===== src/hw/rtl/csl_pkg.sv =====
// Shared types, codes and character constants of the character stream lexer.
`timescale 1ns / 1ps

package csl_pkg;

    // Token type codes carried on the result channel
    typedef enum logic [3:0] {
        KIND_ERROR  = 4'd0,
        KIND_EOF    = 4'd1,
        KIND_SYMBOL = 4'd2,
        KIND_ARROW  = 4'd3,
        KIND_EQUAL  = 4'd4,
        KIND_COLON  = 4'd5,
        KIND_SEMI   = 4'd6,
        KIND_LPAR   = 4'd7,
        KIND_RPAR   = 4'd8,
        KIND_NUMBER = 4'd9
    } t_kind;

    // Lexer mode: what kind of token is open
    typedef enum logic [2:0] {
        MODE_IDLE = 3'd0,
        MODE_INT  = 3'd1,
        MODE_FRAC = 3'd2,
        MODE_SYM  = 3'd3,
        MODE_EQ   = 3'd4
    } t_mode;

    localparam logic [7:0] CHAR_DOT   = 8'h2E;
    localparam logic [7:0] CHAR_EQ    = 8'h3D;
    localparam logic [7:0] CHAR_GT    = 8'h3E;
    localparam logic [7:0] CHAR_SEMI  = 8'h3B;
    localparam logic [7:0] CHAR_COLON = 8'h3A;
    localparam logic [7:0] CHAR_LPAR  = 8'h28;
    localparam logic [7:0] CHAR_RPAR  = 8'h29;

    localparam int QUEUE_DEPTH_DEF = 4;

    // One result item
    typedef struct packed {
        t_kind      kind;
        logic [7:0] ch;
        logic       present;
        logic       last;
    } t_result;

    // All results caused by one input item (one or two)
    typedef struct packed {
        t_result res0;
        t_result res1;
        logic    two;
    } t_entry;

    // Queue status seen by front and back
    typedef struct packed {
        logic full;
        logic empty;
    } t_q_stat;

endpackage


===== src/hw/rtl/csl_in_if.sv =====
// Input channel of the lexer: one character or end-of-stream mark per transfer.
`timescale 1ns / 1ps

interface csl_in_if;
    logic       valid;
    logic       ready;
    logic [7:0] char_code;
    logic       end_of_stream;

    modport source (output valid, output char_code, output end_of_stream, input ready);
    modport sink   (input valid, input char_code, input end_of_stream, output ready);
endinterface


===== src/hw/rtl/csl_out_if.sv =====
// Result channel of the lexer: one tagged token character per transfer.
`timescale 1ns / 1ps

interface csl_out_if;
    logic       valid;
    logic       ready;
    logic [3:0] token_kind;
    logic [7:0] token_char;
    logic       char_present;
    logic       token_last;

    modport source (output valid, output token_kind, output token_char,
                    output char_present, output token_last, input ready);
    modport sink   (input valid, input token_kind, input token_char,
                    input char_present, input token_last, output ready);
endinterface


===== src/hw/rtl/csl_front.sv =====
// Lexer front end: classifies each accepted character and builds its result entry.
`timescale 1ns / 1ps

module csl_front (
    input  logic               i_clk,
    input  logic               i_rst_n,
    csl_in_if.sink             i_in,
    input  csl_pkg::t_q_stat   i_q_stat,
    output logic               o_push,
    output csl_pkg::t_entry    o_entry
);

    csl_pkg::t_mode r_mode;
    csl_pkg::t_mode n_mode;
    logic           accept;
    logic [7:0]     c;

    function automatic logic is_space(input logic [7:0] v);
        return (v == 8'd32) || ((v >= 8'd9) && (v <= 8'd13));
    endfunction

    function automatic logic is_digit(input logic [7:0] v);
        return (v >= 8'd48) && (v <= 8'd57);
    endfunction

    function automatic logic is_alpha(input logic [7:0] v);
        return ((v >= 8'd65) && (v <= 8'd90)) || ((v >= 8'd97) && (v <= 8'd122));
    endfunction

    function automatic csl_pkg::t_result mk(input csl_pkg::t_kind k, input logic [7:0] v,
                                             input logic p, input logic l);
        csl_pkg::t_result r;
        r.kind    = k;
        r.ch      = v;
        r.present = p;
        r.last    = l;
        return r;
    endfunction

    // Result of a character met with no token open
    function automatic csl_pkg::t_result idle_result(input logic [7:0] v);
        csl_pkg::t_result r;
        if (is_digit(v)) begin
            r = mk(csl_pkg::KIND_NUMBER, v, 1'b1, 1'b0);
        end else if (is_alpha(v)) begin
            r = mk(csl_pkg::KIND_SYMBOL, v, 1'b1, 1'b0);
        end else if (v == csl_pkg::CHAR_SEMI) begin
            r = mk(csl_pkg::KIND_SEMI, v, 1'b1, 1'b1);
        end else if (v == csl_pkg::CHAR_COLON) begin
            r = mk(csl_pkg::KIND_COLON, v, 1'b1, 1'b1);
        end else if (v == csl_pkg::CHAR_LPAR) begin
            r = mk(csl_pkg::KIND_LPAR, v, 1'b1, 1'b1);
        end else if (v == csl_pkg::CHAR_RPAR) begin
            r = mk(csl_pkg::KIND_RPAR, v, 1'b1, 1'b1);
        end else begin
            r = mk(csl_pkg::KIND_ERROR, v, 1'b1, 1'b1);
        end
        return r;
    endfunction

    // Whitespace and a held equals sign give nothing at once
    function automatic logic idle_emits(input logic [7:0] v);
        return !is_space(v) && (v != csl_pkg::CHAR_EQ);
    endfunction

    function automatic csl_pkg::t_mode idle_mode(input logic [7:0] v);
        csl_pkg::t_mode m;
        if (is_digit(v)) begin
            m = csl_pkg::MODE_INT;
        end else if (is_alpha(v)) begin
            m = csl_pkg::MODE_SYM;
        end else if (v == csl_pkg::CHAR_EQ) begin
            m = csl_pkg::MODE_EQ;
        end else begin
            m = csl_pkg::MODE_IDLE;
        end
        return m;
    endfunction

    assign c          = i_in.char_code;
    assign i_in.ready = !i_q_stat.full;
    assign accept     = i_in.valid && i_in.ready;

    // Next mode
    always_comb begin
        n_mode = r_mode;
        if (accept) begin
            if (i_in.end_of_stream) begin
                n_mode = csl_pkg::MODE_IDLE;
            end else begin
                case (r_mode)
                    csl_pkg::MODE_INT: begin
                        if (is_digit(c)) n_mode = csl_pkg::MODE_INT;
                        else if (c == csl_pkg::CHAR_DOT) n_mode = csl_pkg::MODE_FRAC;
                        else n_mode = idle_mode(c);
                    end
                    csl_pkg::MODE_FRAC: begin
                        if (is_digit(c)) n_mode = csl_pkg::MODE_FRAC;
                        else n_mode = idle_mode(c);
                    end
                    csl_pkg::MODE_SYM: begin
                        if (is_alpha(c) || is_digit(c)) n_mode = csl_pkg::MODE_SYM;
                        else n_mode = idle_mode(c);
                    end
                    csl_pkg::MODE_EQ: begin
                        if (c == csl_pkg::CHAR_GT) n_mode = csl_pkg::MODE_IDLE;
                        else n_mode = idle_mode(c);
                    end
                    default: n_mode = idle_mode(c);
                endcase
            end
        end
    end

    // Results of the current item
    always_comb begin
        logic emit;
        logic close;
        emit          = 1'b0;
        close         = 1'b0;
        o_entry.res0  = mk(csl_pkg::KIND_EOF, 8'd0, 1'b0, 1'b1);
        o_entry.res1  = mk(csl_pkg::KIND_EOF, 8'd0, 1'b0, 1'b1);
        o_entry.two   = 1'b0;
        if (i_in.end_of_stream) begin
            emit = 1'b1;
            case (r_mode)
                csl_pkg::MODE_INT, csl_pkg::MODE_FRAC: begin
                    o_entry.res0 = mk(csl_pkg::KIND_NUMBER, 8'd0, 1'b0, 1'b1);
                    o_entry.two  = 1'b1;
                end
                csl_pkg::MODE_SYM: begin
                    o_entry.res0 = mk(csl_pkg::KIND_SYMBOL, 8'd0, 1'b0, 1'b1);
                    o_entry.two  = 1'b1;
                end
                csl_pkg::MODE_EQ: begin
                    o_entry.res0 = mk(csl_pkg::KIND_EQUAL, csl_pkg::CHAR_EQ, 1'b1, 1'b1);
                    o_entry.two  = 1'b1;
                end
                default: o_entry.two = 1'b0;
            endcase
        end else begin
            case (r_mode)
                csl_pkg::MODE_INT: begin
                    if (is_digit(c) || (c == csl_pkg::CHAR_DOT)) begin
                        emit         = 1'b1;
                        o_entry.res0 = mk(csl_pkg::KIND_NUMBER, c, 1'b1, 1'b0);
                    end else begin
                        close        = 1'b1;
                        o_entry.res0 = mk(csl_pkg::KIND_NUMBER, 8'd0, 1'b0, 1'b1);
                    end
                end
                csl_pkg::MODE_FRAC: begin
                    if (is_digit(c)) begin
                        emit         = 1'b1;
                        o_entry.res0 = mk(csl_pkg::KIND_NUMBER, c, 1'b1, 1'b0);
                    end else begin
                        close        = 1'b1;
                        o_entry.res0 = mk(csl_pkg::KIND_NUMBER, 8'd0, 1'b0, 1'b1);
                    end
                end
                csl_pkg::MODE_SYM: begin
                    if (is_alpha(c) || is_digit(c)) begin
                        emit         = 1'b1;
                        o_entry.res0 = mk(csl_pkg::KIND_SYMBOL, c, 1'b1, 1'b0);
                    end else begin
                        close        = 1'b1;
                        o_entry.res0 = mk(csl_pkg::KIND_SYMBOL, 8'd0, 1'b0, 1'b1);
                    end
                end
                csl_pkg::MODE_EQ: begin
                    if (c == csl_pkg::CHAR_GT) begin
                        emit         = 1'b1;
                        o_entry.res0 = mk(csl_pkg::KIND_ARROW, csl_pkg::CHAR_EQ, 1'b1, 1'b0);
                        o_entry.res1 = mk(csl_pkg::KIND_ARROW, c, 1'b1, 1'b1);
                        o_entry.two  = 1'b1;
                    end else begin
                        close        = 1'b1;
                        o_entry.res0 = mk(csl_pkg::KIND_EQUAL, csl_pkg::CHAR_EQ, 1'b1, 1'b1);
                    end
                end
                default: begin
                    emit         = idle_emits(c);
                    o_entry.res0 = idle_result(c);
                end
            endcase
            // A closing result may be followed by the character's own token
            if (close) begin
                emit         = 1'b1;
                o_entry.res1 = idle_result(c);
                o_entry.two  = idle_emits(c);
            end
        end
        o_push = accept && emit;
    end

    always_ff @(posedge i_clk) begin
        if (!i_rst_n) begin
            r_mode <= csl_pkg::MODE_IDLE;
        end else begin
            r_mode <= n_mode;
        end
    end

endmodule


===== src/hw/rtl/csl_queue.sv =====
// Short register queue of result entries between lexer front and back end.
`timescale 1ns / 1ps

module csl_queue #(
    parameter int DEPTH = csl_pkg::QUEUE_DEPTH_DEF
) (
    input  logic              i_clk,
    input  logic              i_rst_n,
    input  logic              i_push,
    input  csl_pkg::t_entry   i_entry,
    input  logic              i_pop,
    output csl_pkg::t_entry   o_head,
    output csl_pkg::t_q_stat  o_stat
);

    localparam int PTR_W = (DEPTH > 1) ? $clog2(DEPTH) : 1;
    localparam int CNT_W = $clog2(DEPTH + 1);

    csl_pkg::t_entry  r_mem [DEPTH];
    logic [PTR_W-1:0] r_wr_ptr;
    logic [PTR_W-1:0] r_rd_ptr;
    logic [CNT_W-1:0] r_count;
    logic             do_push;
    logic             do_pop;

    assign o_stat.full  = (r_count == CNT_W'(DEPTH));
    assign o_stat.empty = (r_count == '0);
    assign do_push      = i_push && !o_stat.full;
    assign do_pop       = i_pop && !o_stat.empty;
    assign o_head       = r_mem[r_rd_ptr];

    always_ff @(posedge i_clk) begin
        if (do_push) begin
            r_mem[r_wr_ptr] <= i_entry;
        end
    end

    always_ff @(posedge i_clk) begin
        if (!i_rst_n) begin
            r_wr_ptr <= '0;
            r_rd_ptr <= '0;
            r_count  <= '0;
        end else begin
            if (do_push) begin
                r_wr_ptr <= (r_wr_ptr == PTR_W'(DEPTH - 1)) ? '0 : r_wr_ptr + PTR_W'(1);
            end
            if (do_pop) begin
                r_rd_ptr <= (r_rd_ptr == PTR_W'(DEPTH - 1)) ? '0 : r_rd_ptr + PTR_W'(1);
            end
            if (do_push && !do_pop) begin
                r_count <= r_count + CNT_W'(1);
            end else if (do_pop && !do_push) begin
                r_count <= r_count - CNT_W'(1);
            end
        end
    end

endmodule


===== src/hw/rtl/csl_back.sv =====
// Lexer back end: unpacks queue entries into single result transfers.
`timescale 1ns / 1ps

module csl_back (
    input  logic              i_clk,
    input  logic              i_rst_n,
    input  csl_pkg::t_entry   i_head,
    input  csl_pkg::t_q_stat  i_q_stat,
    output logic              o_pop,
    csl_out_if.source         o_out
);

    logic             r_valid;
    logic             r_second;
    csl_pkg::t_entry  r_entry;
    csl_pkg::t_result cur;
    logic             take;
    logic             finish;
    logic             load;

    assign cur    = r_second ? r_entry.res1 : r_entry.res0;
    assign take   = o_out.valid && o_out.ready;
    assign finish = take && (r_second || !r_entry.two);
    assign load   = !r_valid || finish;
    assign o_pop  = load && !i_q_stat.empty;

    assign o_out.valid        = r_valid;
    assign o_out.token_kind   = cur.kind;
    assign o_out.token_char   = cur.ch;
    assign o_out.char_present = cur.present;
    assign o_out.token_last   = cur.last;

    always_ff @(posedge i_clk) begin
        if (o_pop) begin
            r_entry <= i_head;
        end
    end

    always_ff @(posedge i_clk) begin
        if (!i_rst_n) begin
            r_valid  <= 1'b0;
            r_second <= 1'b0;
        end else if (load) begin
            r_valid  <= !i_q_stat.empty;
            r_second <= 1'b0;
        end else if (take) begin
            r_second <= 1'b1;
        end
    end

endmodule


===== src/hw/rtl/char_stream_lexer.sv =====
// Top level of the character stream lexer: front end, entry queue and back end.
`timescale 1ns / 1ps

// The lexer takes one ASCII byte, or an end-of-stream mark, per input
// transfer and emits every character that belongs to a token as one result
// transfer tagged with the token type; whitespace between tokens is dropped.
// Numbers (digits, optionally a dot and more digits) and symbols (a letter
// then letters or digits) are closed by an end-only result when a character
// outside them arrives, and that character is then handled in its own
// right. An equals sign is held back one character so that "=>" gives two
// arrow results. End of stream closes any open token and emits an EOF
// result. Input is taken at one item per cycle; an item that causes two
// results occupies the single-result output for both transfers, and the
// entry queue (QUEUE_DEPTH entries, default four) absorbs that so input
// keeps flowing until the queue fills. An accepted item is written into
// the queue and then loaded into the output register before its first
// result appears.

module char_stream_lexer #(
    parameter int QUEUE_DEPTH = csl_pkg::QUEUE_DEPTH_DEF
) (
    input  logic       i_clk,
    input  logic       i_rst_n,
    csl_in_if.sink     i_in,
    csl_out_if.source  o_out
);

    logic              push;
    logic              pop;
    csl_pkg::t_entry   push_entry;
    csl_pkg::t_entry   head_entry;
    csl_pkg::t_q_stat  q_stat;

    // Classify each transfer; the front stalls only when the queue is full
    csl_front u_front (
        .i_clk    (i_clk),
        .i_rst_n  (i_rst_n),
        .i_in     (i_in),
        .i_q_stat (q_stat),
        .o_push   (push),
        .o_entry  (push_entry)
    );

    // Hold up to QUEUE_DEPTH pending entries of one or two results each
    csl_queue #(
        .DEPTH (QUEUE_DEPTH)
    ) u_queue (
        .i_clk   (i_clk),
        .i_rst_n (i_rst_n),
        .i_push  (push),
        .i_entry (push_entry),
        .i_pop   (pop),
        .o_head  (head_entry),
        .o_stat  (q_stat)
    );

    // Serialise entries onto the result channel, one result per transfer
    csl_back u_back (
        .i_clk    (i_clk),
        .i_rst_n  (i_rst_n),
        .i_head   (head_entry),
        .i_q_stat (q_stat),
        .o_pop    (pop),
        .o_out    (o_out)
    );

endmodule


===== src/flat_wrapper.sv =====
// flat-port wrapper written by rule: the top's interface ports become plain ports
module char_stream_lexer_flat 
#(
    parameter int QUEUE_DEPTH = csl_pkg::QUEUE_DEPTH_DEF
)
  (i_clk, i_rst_n, i_in_valid, i_in_char_code, i_in_end_of_stream, i_in_ready, o_out_valid, o_out_token_kind, o_out_token_char, o_out_char_present, o_out_token_last, o_out_ready);
  csl_in_if i_in_i ();
  csl_out_if o_out_i ();
  input  logic i_clk;
  input  logic i_rst_n;
  input wire logic [$bits(i_in_i.valid)-1:0] i_in_valid;
  input wire logic [$bits(i_in_i.char_code)-1:0] i_in_char_code;
  input wire logic [$bits(i_in_i.end_of_stream)-1:0] i_in_end_of_stream;
  output wire logic [$bits(i_in_i.ready)-1:0] i_in_ready;
  output wire logic [$bits(o_out_i.valid)-1:0] o_out_valid;
  output wire logic [$bits(o_out_i.token_kind)-1:0] o_out_token_kind;
  output wire logic [$bits(o_out_i.token_char)-1:0] o_out_token_char;
  output wire logic [$bits(o_out_i.char_present)-1:0] o_out_char_present;
  output wire logic [$bits(o_out_i.token_last)-1:0] o_out_token_last;
  input wire logic [$bits(o_out_i.ready)-1:0] o_out_ready;
  assign i_in_i.valid = i_in_valid;
  assign i_in_i.char_code = i_in_char_code;
  assign i_in_i.end_of_stream = i_in_end_of_stream;
  assign i_in_ready = i_in_i.ready;
  assign o_out_valid = o_out_i.valid;
  assign o_out_token_kind = o_out_i.token_kind;
  assign o_out_token_char = o_out_i.token_char;
  assign o_out_char_present = o_out_i.char_present;
  assign o_out_token_last = o_out_i.token_last;
  assign o_out_i.ready = o_out_ready;
  char_stream_lexer #(.QUEUE_DEPTH(QUEUE_DEPTH)) u_core (.i_clk(i_clk), .i_rst_n(i_rst_n), .i_in(i_in_i), .o_out(o_out_i));
endmodule

===== config.mk =====
export PLATFORM = sky130hd
export DESIGN_NAME = char_stream_lexer_flat
export DESIGN_NICKNAME = d
export VERILOG_FILES = /design/src/hw/rtl/csl_pkg.sv /design/src/hw/rtl/csl_in_if.sv /design/src/hw/rtl/csl_out_if.sv /design/src/hw/rtl/csl_front.sv /design/src/hw/rtl/csl_queue.sv /design/src/hw/rtl/csl_back.sv /design/src/hw/rtl/char_stream_lexer.sv /design/src/flat_wrapper.sv
export SDC_FILE = /design/constraint.sdc
export NUM_CORES = 1
export LEC_CHECK = 0
export ABC_AREA = 1
export BUFFER_PORTS_ARGS = -buffer_cell sky130_fd_sc_hd__buf_2
export CAP_MARGIN = 30
export CORE_UTILIZATION = 50
export CTS_BUF_LIST = sky130_fd_sc_hd__clkbuf_8
export CTS_CLUSTER_SIZE = 12
export DETAILED_ROUTE_END_ITERATION = 10
export PLACE_DENSITY = 0.8
export RECOVER_POWER = 50
export SYNTH_ARGS = -nofsm -noshare
export SYNTH_HDL_FRONTEND = slang
export SYNTH_SLANG_ARGS = --single-unit

===== constraint.sdc =====
create_clock -name i_clk -period 3.7 [get_ports i_clk]
set_clock_uncertainty 0.1 [all_clocks]
set_input_delay 0.185 -clock i_clk [delete_from_list [all_inputs] [get_ports i_clk]]
set_output_delay 0.185 -clock i_clk [all_outputs]
set_load 0.02 [all_outputs]

Word level (Yosys, flattened, before mapping)
Memory sizes are Yosys's and may differ from the RTL's. A register that Yosys moved wholly into a read port is not among the register bits.
Cells that the tools add are included.
- add/sub/neg operators: 4
- $mul: 0
- divide/modulo/power cells: 0
- $lt $le $gt $ge: 8
- eq/ne operators: 16
- shift-type cells: 0
- mux-type cells: 49
- bitwise operators: 1
- reductions and logical operators: 32
- operator list (cell ; number):
    14-bit two-way mux ; 9
    8-bit by 6-bit equality test with 1-bit output, second input constant ; 8
    14-bit one-hot mux with 4 select lines ; 1
    14-bit one-hot mux with 3 select lines ; 1
    13-bit two-way mux ; 3
    3-bit two-way mux ; 11
    10-bit two-way mux ; 3
    8-bit by 7-bit >= comparator with 1-bit output, second input constant ; 2
    8-bit by 7-bit <= comparator with 1-bit output, second input constant ; 2
    1-bit two-way mux ; 15
    15-bit two-way mux ; 1
    1-bit logical AND ; 14
    3-bit one-hot mux with 4 select lines ; 1
    8-bit by 4-bit >= comparator with 1-bit output, second input constant ; 1
    8-bit by 6-bit >= comparator with 1-bit output, second input constant ; 1
    8-bit by 4-bit <= comparator with 1-bit output, second input constant ; 1
    8-bit by 6-bit <= comparator with 1-bit output, second input constant ; 1
    8-bit by 6-bit inequality test with 1-bit output, second input constant ; 1
    1-bit one-hot mux with 4 select lines ; 2
    1-bit logical NOT ; 7
    3-bit by 2-bit equality test with 1-bit output, second input constant ; 2
    3-bit equality test, second input constant ; 2
    1-bit logical OR ; 6
    2-bit by 1-bit adder with 2-bit output, second input constant ; 2
    other kinds (10) ; 13
- register bits after elaboration: 12
- latch bits: 0
- memory bits (writable): 116
- memory bits (read-only): 0
- bits of input ports: 13
- output and inout bits: 16
- word-level logic and storage cells: 117
- memories kept: 1
- memory list (name ; words ; width ; read ports ; clocked after Yosys merged registers in ; write ports ; RTL line ; text):
    u_core.u_queue.r_mem ; 4 ; 29 ; 1 ; 1 ; 1 ; csl_queue.sv:19 ; csl_pkg::t_entry r_mem [DEPTH];

Longest topological paths before layout
Gate-level depths: netlist of the first run.
- depth in word-level cells: 15
- depth in mapped cells: 16

Cells and area by module
A second synthesis of the first run with hierarchy kept.
- cell total of the unflattened synthesis: 596
- area total of the unflattened synthesis: 7224.4 um^2
- by module, submodules not included (module ; instances ; cells an instance ; area an instance (um^2) ; sequential area each (um^2)):
    csl_queue ; 1 ; 353 ; 5108.6 ; 3663.5
    csl_back ; 1 ; 86 ; 1278.7 ; 910.9
    csl_front ; 1 ; 157 ; 837.1 ; 60.1

Worst setup path after synthesis of the first run
No wires, ideal clock.
- path kind: register -> register
- start: register u_core.u_back.r_second
- end: register u_core.u_queue.r_count[1]
- arrival time: 3.217 ns
- setup slack: 0.262 ns
- stages on the path, launching flop included: 14
- buffers on the path: 1
- clock period less this slack: 3.438 ns
- cells stage by stage: dfxtp_1 > clkbuf_2 > inv_1 > nand2_1 > nand2_1 > nand2_1 > inv_1 > nor2_1 > inv_1 > ha_1 > inv_1 > fa_1 > o21ai_0 > a21oi_1
- word-level cells in the longest chain between the ends: 8
- elaborated cells between the ends (all ways): 10
- those cells by class: mux: 1; reduce/logical: 9
- ends and longest elaborated chain (what ; RTL line ; text):
    start: declaration ; csl_back.sv:14 ; logic r_second;
    start signal: assignment ; csl_back.sv:42 ; r_second <= 1'b0;
    start signal: assignment ; csl_back.sv:45 ; r_second <= 1'b0;
    start signal: assignment ; csl_back.sv:47 ; r_second <= 1'b1;
    1-bit logical OR (*) ; csl_back.sv:23 ; assign finish = take && (r_second || !r_entry.two);
    1-bit logical AND (*) ; csl_back.sv:23 ;
    1-bit logical OR (*) ; csl_back.sv:24 ; assign load = !r_valid || finish;
    1-bit logical AND (*) ; csl_back.sv:25 ; assign o_pop = load && !i_q_stat.empty;
    net u_core.pop ; char_stream_lexer.sv:29 ; logic pop;
    1-bit logical AND (*) ; csl_queue.sv:29 ; assign do_pop = i_pop && !o_stat.empty;
    1-bit logical NOT ; csl_queue.sv:50 ; if (do_push && !do_pop) begin
    1-bit logical AND ; csl_queue.sv:50 ;
    3-bit two-way mux / 2-bit nonzero test (equally long branches) ; -- ;
    end signal: assignment ; csl_queue.sv:51 ; r_count <= r_count + CNT_W'(1);
    end signal: assignment ; csl_queue.sv:53 ; r_count <= r_count - CNT_W'(1);
    end: declaration ; csl_queue.sv:22 ; logic [CNT_W-1:0] r_count;
Mark *: on every way through the listed nets, which the timed path passes. The rest lies on a longest branch.
A chain may end at the register's enable or synchronous reset.

Final worst setup path of the first run
- start: register u_core.u_back.r_second
- end: register u_core.u_queue.r_count[2]
Same word-level chain as after synthesis.

==> results.txt, run 1 <==
The cell seen most often among critical-path stages is inv_1. The number of antenna violations at the first check in global routing is 0. The leftover overflow at the end of global routing is 0. The final estimated routing congestion in global placement is 0.961.

The cell count of the worst reg-to-reg path came out at 15. The DRC violations left came out at 0. Adding up every negative setup slack in the final design gives 0 ns. The register clock-pin slew on the reported worst setup and hold paths came out at 0.08 ns.

By startpoint and endpoint, the worst setup path is classified as reg2reg. The number of clock buffers inserted by TritonCTS is 17. Data on the critical path arrives at its endpoint at a little over 3 ns. Dividing the detail-routed via count by the number of cells gives roughly 5.6. The number of sinks handled by clock tree synthesis came out at about 160.

After synthesis, the most frequently instantiated cells are edfxtp_1, nand2_1, nor2_1, o21ai_0, inv_1. For this run, the total global-route usage over all layers was measured as 0.218. The placed wire-length estimate after detailed placement is about 9.4 mm. TritonCTS built the clock tree.

The met2 routing resource usage after global routing is 0.367. At the pin with the least slew margin, the transition time is 0.851 ns. After global routing, the most crowded layer is met2. The number of nets with antenna violations after routing came out at 0. The number of warnings issued by yosys is 0. In this run, synthesis inferred 145 flip-flops with an integrated enable. The headroom to the max-slew limit came out at 0.432. The floorplan has 41 rows. The initial detailed-routing violation count came out at 460. The max-slew violation count is 0. The number of antenna cells inserted came out at 0. The period utilization came out at 0.768. The total area of multi-input combinational cells came out at 0.00174 mm². The synthesized netlist occupies a cell area of ~0.0067 mm².

The sequential cell area is 0.00459 mm². The total number of vias came out at about 4,500. The share of synthesized area occupied by flip-flops and latches is 0.689. Counting every net in the synthesized netlist gives 601.

Traced cell by cell, the critical path runs through inv_1 > clkbuf_1 > nand2_1 > nand2_1 > nand2_1 > inv_1 > nor2_1 > inv_1 > ha_1 > inv_1 > fa_1 > a21oi_1 > o21ai_0 > o21ai_0 > a21oi_1. The post-route minimum period is 2.84 ns. The clock root buffer is clkbuf_8. The number of placed instances, taps included, is 773. In the final routed layout, each cell accounts on average for about 18 µm. The tightest min-delay check is of the in2reg type. Setup repair after global routing left no endpoint under its margin. The number of maximum-capacitance violations is 0. The met1 track demand over resource is 0.276. The slowest cell on the critical path is clkbuf_1. The area share of the largest cell type after synthesis is 0.653. The number of storage elements in the synthesis netlist is 157. The maximum number of pins on one net before global-route repair came out at 61. In the final layout, the share of cells above drive strength 1 is 0.124. Synthesis produced a netlist whose cell count is 581. Along the worst path, the maximum fanout reaches 15.

STA classifies the critical path startpoint as a register. The setup violation total in the final timing report is 0. The count of placed standard cells in the final layout, fillers left out is 808.

On the worst path, the slowest cell contributes a delay of 0.63 ns. STA puts the critical path data required time at slightly below 4 ns. The power per standard cell area is 715 mW/mm².

The biggest area contributor in the post-synthesis netlist is edfxtp_1. Summed over all layers, the routed wires come to about 15 mm. The floorplan step set the die width to 117 µm. The first detailed-routing pass took 5 iterations. The worst setup path is captured at a register.

In this run the vertical extent of the chip is 117 µm. Yosys attributes the largest share of cell area to edfxtp_1, o21ai_0, nand2_1. The area of the die came out at 0.0138 mm². The H-tree was split into 4 levels. The core area came out at 0.0128 mm². The I/O pin count came out at 29. The async set-reset flop share out of synthesis is 0.

The net count reported at finish came out at 643. The maximum vdd ir drop came out at 415 µV. The cell depth of the worst hold path came out at 3.

The number of global-route vias before repair is between 4,000 and 5,000. The final-report hold violation count is 0. The analysis attributes to cell leakage a power of 0.00277 µW. The initial cell density of the core came out at 0.520.

The run finished with clean final reports. The mean area per synthesized cell is 11.5 µm². The global-route track usage on met3 came out at 0.0460.

Relative to the synthesized area, the layout overhead comes to 10.7%. The maximum number of buffers from clock root to sink is 2. The most numerous cell in the Yosys netlist is edfxtp_1.

The number of distinct standard cells referenced by the synthesized netlist is 27. The commonest register cell after synthesis is edfxtp_1. At the later pin of the worst-skew pair, clock insertion delay measures 0.45 ns. The first global-routing pass estimated around 22 mm of wire. Counting the fill cells in the layout gives roughly 1,100. The total power after layout came out at between 5000 and 6000 µW. The count of input and output buffers came out at 28.

The maximum operating frequency is 352 MHz.
report_power, final:
group          internal [µW]  switching (µW)
clock                    650             598
sequential              2410             101
combinational            418            1100
per-layer routing:
layer  vias to the layer above  part of all wire
met2                       205              0.50
met3                        24             0.069
met5                         -                 0
met1                      2207              0.42
met4                         0             0.015
li1                       2111                 -
final timing paths:
check	start	to	slack, ns
min	i_in_char_code[6]	u_core.u_queue.r_mem[0][23]$_DFFE_PP_	0.07
max reg2reg	u_core.u_back.r_second$_SDFFE_PP0P_	u_core.u_queue.r_count[2]$_SDFFE_PN0P_	0.86
min reg2reg	u_core.u_queue.r_count[2]$_SDFFE_PN0P_	u_core.u_queue.r_count[2]$_SDFFE_PN0P_	0.41
max	u_core.u_back.r_second$_SDFFE_PP0P_	u_core.u_queue.r_count[2]$_SDFFE_PN0P_	0.86
flip-flops by register name (all words and copies together) (netlist names):
signal / cells
u_core.u_queue.r_wr_ptr: 2
u_core.u_back.r_entry: 29
u_core.u_back.r_second: 1
u_core.u_back.o_out.valid: 1
u_core.u_queue.r_count: 3
u_core.u_queue.r_mem: 116
u_core.u_queue.r_rd_ptr: 2
u_core.u_front.r_mode: 3
worst max-delay path: cells and delay by family, from the launching register on:
kind                       cells  cell delay [ns]
DFF                            1             0.32
buffers and inverters          5             0.95
AOI/OAI and AO/OA              4             0.47
adders and majority gates      2             0.54
and+or+nand+nor                4             0.35
kinds of logic (layout without fill, tap and decap cells):
kind of cell,count (synthesis),in the layout,synth area share
AOI/OAI and AO/OA,125,125,0.103
adders and majority gates,7,7,0.0143
buffers and inverters,67,122,0.0389
DFF,157,157,0.689
and+or+nand+nor,225,225,0.155
through the flow:
| step | instance area [µm²] | setup slack [ns] | hold slack (ns) | util |
|---|---|---|---|---|
| 6_report | 7380 | 0.860 | 0.0748 | 0.575 |
| 3_5_place_dp | 7070 | 1.25 | 0.394 | 0.551 |
| 2_1_floorplan | 6670 | 0.262 | 0.221 | - |
| 4_1_cts | 7490 | 1.22 | 0.0440 | 0.584 |
| 5_1_grt | 7380 | 0.588 | 0.0800 | 0.575 |
| 3_3_place_gp | 7040 | 1.35 | 0.370 | 0.549 |
layout by cell type (no fill, tap or decap), drive strengths merged, types with 19 or more instances in the layout:
cell    count
a21oi      19
buf        25
clkbuf     35
edfxtp    145
inv        46
nand2     100
nand3      20
nor2       95
o21ai      76
o22ai      29
area by class of cell:
class | count | share of cell area
Inverter | 44 | 0.0224
Clock buffer | 17 | 0.0317
Sequential cell | 157 | 0.623
Multi-Input combinational cell | 357 | 0.235
Timing Repair Buffer | 46 | 0.0375
Tap cell | 172 | 0.0292
Clock inverter | 15 | 0.0212
what timing repair did:
| item | CTS | global route |
|---|---|---|
| setup endpoints to repair | 0 | 0 |
| hold buffers | 3 | 0 |
| setup buffers | 0 | 0 |
| endpoints found under the hold margin | 11 | 0 |
| gates resized for setup | 0 | 0 |
Power figures use the tool's default switching activity.
==> run 2, diff against run 1 <==
clock period = 2.4 ns   (was 3.7 ns; I/O delays follow)
==> results.txt, run 2 (synthesis results as in run 1) <==
The slowest stage of the critical path belongs to the cell dlygate4sd3_1. The maximum number of pins on one net before global-route repair is 47 (-23%). The routed wirelength normalized by instance count is 17.3 µm (-5.1%).

The growth of design area from synthesis to finish is 13.3%. In the final layout, the registers with the most flip-flops are u_core.u_queue.r_mem (116), u_core.u_back.r_entry (29). The clock tree from TritonCTS is yes. The peak fanout along the critical path was 6 (-9).

The period utilization is 0.924. The total number of vias is 4,511 (-0.79%). The signal arrival time at the worst endpoint came to 2.45 ns (-0.63 ns).

The clock period could shrink to 2.22 ns. The worst setup path is launched from an input port. The setup violation total in the final timing report came out at 0 (unchanged). The count of placed standard cells in the final layout, fillers left out is 811 (+0.37%).

The DRC violations left came out at 0 (unchanged). The count of input and output buffers is 28 (unchanged). The post-route standard cell area excluding fillers came to 0.00755 mm² (+2.4%).

The transition time at the pin with the least slew margin is 0.956 ns (+0.105 ns). The vias per cell is 5.56 (-1.2%). The worst setup path is of the in2reg kind. The cell-internal power is 5410 µW (+56%).

The core area came to 0.0128 mm² (unchanged). The signal on the critical path passes through dlygate4sd3_1 > buf_2 > inv_2 > nand2_2 > nor2_4 > nand2_1 > nand3_1 > nand2_2 > nand2_4 > inv_2 > ha_1 > inv_1 > fa_2 > o21ai_1 > a21oi_1. The net count reported at finish is 647 (+0.62%). The initial cell density of the core was 0.520 (unchanged). The total of fill cells in the finished design is 1,007 (-5.7%). The maximum operating frequency is 451 MHz. The maximum single-stage delay on the critical path is 0.53 ns (-0.10 ns). The final worst hold slack is 0.0744 ns (-0.000433 ns). The number of nets with antenna violations after routing is 0 (unchanged). The number of buffers inserted by post-CTS setup repair was 0 (unchanged).

The leftover overflow at the end of global routing came out at 0 (unchanged). The final-report hold violation count is 0 (unchanged). The fraction of power spent switching nets is 0.333 (-0.00793). The portion of total power attributed to combinational logic is 0.293 (+0.005). The library cell used most frequently in the layout, excluding fill and tap cells, is edfxtp_1. The tree is rooted in a clkbuf_8.

The H-tree depth came out at 4 (unchanged). The maximum vdd ir drop is 692 µV (+67%). The power share of the sequential group came to 0.476 (about the same). The headroom to the max-slew limit was 0.362 (-0.0699). Leaving out fill and tap cells, the most frequent cells in the layout are edfxtp_1, nand2_1, nor2_1, o21ai_0, inv_1. The cell leakage power came out at 0.00286 µW (+3.2%). The number of flip-flops in the largest register is 116 (unchanged). The number of antenna cells inserted was 0 (unchanged). The register with the most flip-flops in the final layout is u_core.u_queue.r_mem. The number of sinks handled by clock tree synthesis is 157 (unchanged). The die outline width came out at 117 µm (unchanged). The share of total power in the clock network is 0.230 (-0.007). The die height came to 117 µm (unchanged). The final estimated routing congestion in global placement came to 0.906 (-5.8%). The post-placement cell count is 775 (+0.26%). Setup repair after global routing could not meet its margin everywhere. The initial detailed-routing violation count came out at 397 (-14%). The total power after layout came to 8100 µW (+54%). The number of antenna violations at the first check in global routing came out at 0 (unchanged). The placed wire-length estimate after detailed placement came out at 8.58 mm (-8.9%). The post-place instance area is 0.00712 mm² (+0.71%). The number of detailed-routing iterations run before antenna repair came out at 5 (unchanged). The overall global routing resource usage is 0.212 (-0.00503). The area of the die came out at 0.0138 mm² (unchanged).

The later-pin clock latency in the skew report came out at 0.45 ns (about the same). The number of maximum-capacitance violations is 0 (unchanged). The I/O pin count came out at 29 (unchanged).

The maximum number of buffers from clock root to sink is 2 (unchanged). The register clock-pin slew on the reported worst setup and hold paths is 0.07 ns (about the same). The number of clock buffers inserted by TritonCTS came out at 17 (unchanged).

The aggregate routed wire length came out at 14.0 mm (-4.7%). The layout cell share with drive strength beyond 1 was 0.194 (+0.0698). The count of standard-cell rows came out at 41 (unchanged). The net switching component of the power is 2700 µW (+50%). The flow ran to the end, and the final reports show no timing, DRC or antenna violations. The global-route wire length before repair is 22.2 mm (-0.74%). The power per standard cell area came to 1070 mW/mm² (+50%).

The worst setup path is captured at a register. The max-slew violation count is 0 (unchanged). The data required time at the worst endpoint came to 2.63 ns (-1.30 ns).

The class of the worst hold path is in2reg. The number of global-route vias before repair came out at 4,395 (+0.14%).
==> run 2: power groups by stage <==
| stage | registers (µW) | logic [µW] | clock network, µW |
|---|---|---|---|
| after floorplan | 3890 | 1600 | 0 |
| after global placement | 3890 | 2270 | 0 |
| after detailed placement | 3920 | 2380 | 0 |
| after CTS | 3860 | 2400 | 1890 |
| after global routing | 3900 | 2650 | 1990 |
| final | 3860 | 2380 | 1870 |
==> run 2: cell type report <==
type / instances / area, µm² / share of cell area
sequential: 157 / 4600 / 0.609
multi-input combinational: 357 / 1850 / 0.245
timing repair buffer: 50 / 353 / 0.0467
clock buffer: 17 / 234 / 0.0310
tap: 172 / 215 / 0.0285
inverter: 44 / 165 / 0.0219
clock inverter: 14 / 138 / 0.0182
==> run 2: layer usage <==
layer / routed length, µm / GRT usage / vias up
met4: 138 / 0.0753 / 0
li1: - / - / 2122
met5: 0 / 0 / -
met1: 5760 / 0.267 / 2159
met2: 7000 / 0.361 / 214
met3: 1120 / 0.0484 / 16
==> run 2: critical path, delay by kind of cell <==
| kind | cells | cell delay (ns) |
|---|---|---|
| buf+inv | 5 | 0.90 |
| simple gates | 6 | 0.62 |
| fa+ha+maj | 2 | 0.62 |
| compound gates | 2 | 0.18 |
==> run 2: final timing paths <==
check / start / end / slack (ns) / cells past startpoint
worst min-delay path: i_in_char_code[5] / u_core.u_queue.r_mem[0][22]$_DFFE_PP_ / 0.07 / 3
worst min register to register: u_core.u_queue.r_count[2]$_SDFFE_PN0P_ / u_core.u_queue.r_count[2]$_SDFFE_PN0P_ / 0.40 / 2
worst max register to register: u_core.u_front.r_mode[0]$_SDFFE_PN0P_ / u_core.u_queue.r_count[1]$_SDFFE_PN0P_ / 0.19 / 14
worst max-delay path: i_in_char_code[6] / u_core.u_queue.r_count[1]$_SDFFE_PN0P_ / 0.18 / 15
==> run 2: repair_timing <==
action / CTS / global route
hold buffers: 5 / 0
gates resized for setup: 1 / 14
setup endpoints to repair: 1 / 2
pin swaps: 0 / 2
endpoints found under the hold margin: 15 / 0
==> run 2: through the flow <==
| stage | setup WS (ns) | utilization | TNS [ns] |
|---|---|---|---|
| 2_1_floorplan | -0.316 | - | -36.74 |
| 4_1_cts | 0.0307 | 0.588 | 0 |
| 3_3_place_gp | 0.0840 | 0.555 | 0 |
| 3_5_place_dp | 0.0167 | 0.555 | 0 |
| 5_1_grt | -0.0357 | 0.589 | -0.0357 |
| 6_report | 0.182 | 0.589 | 0 |
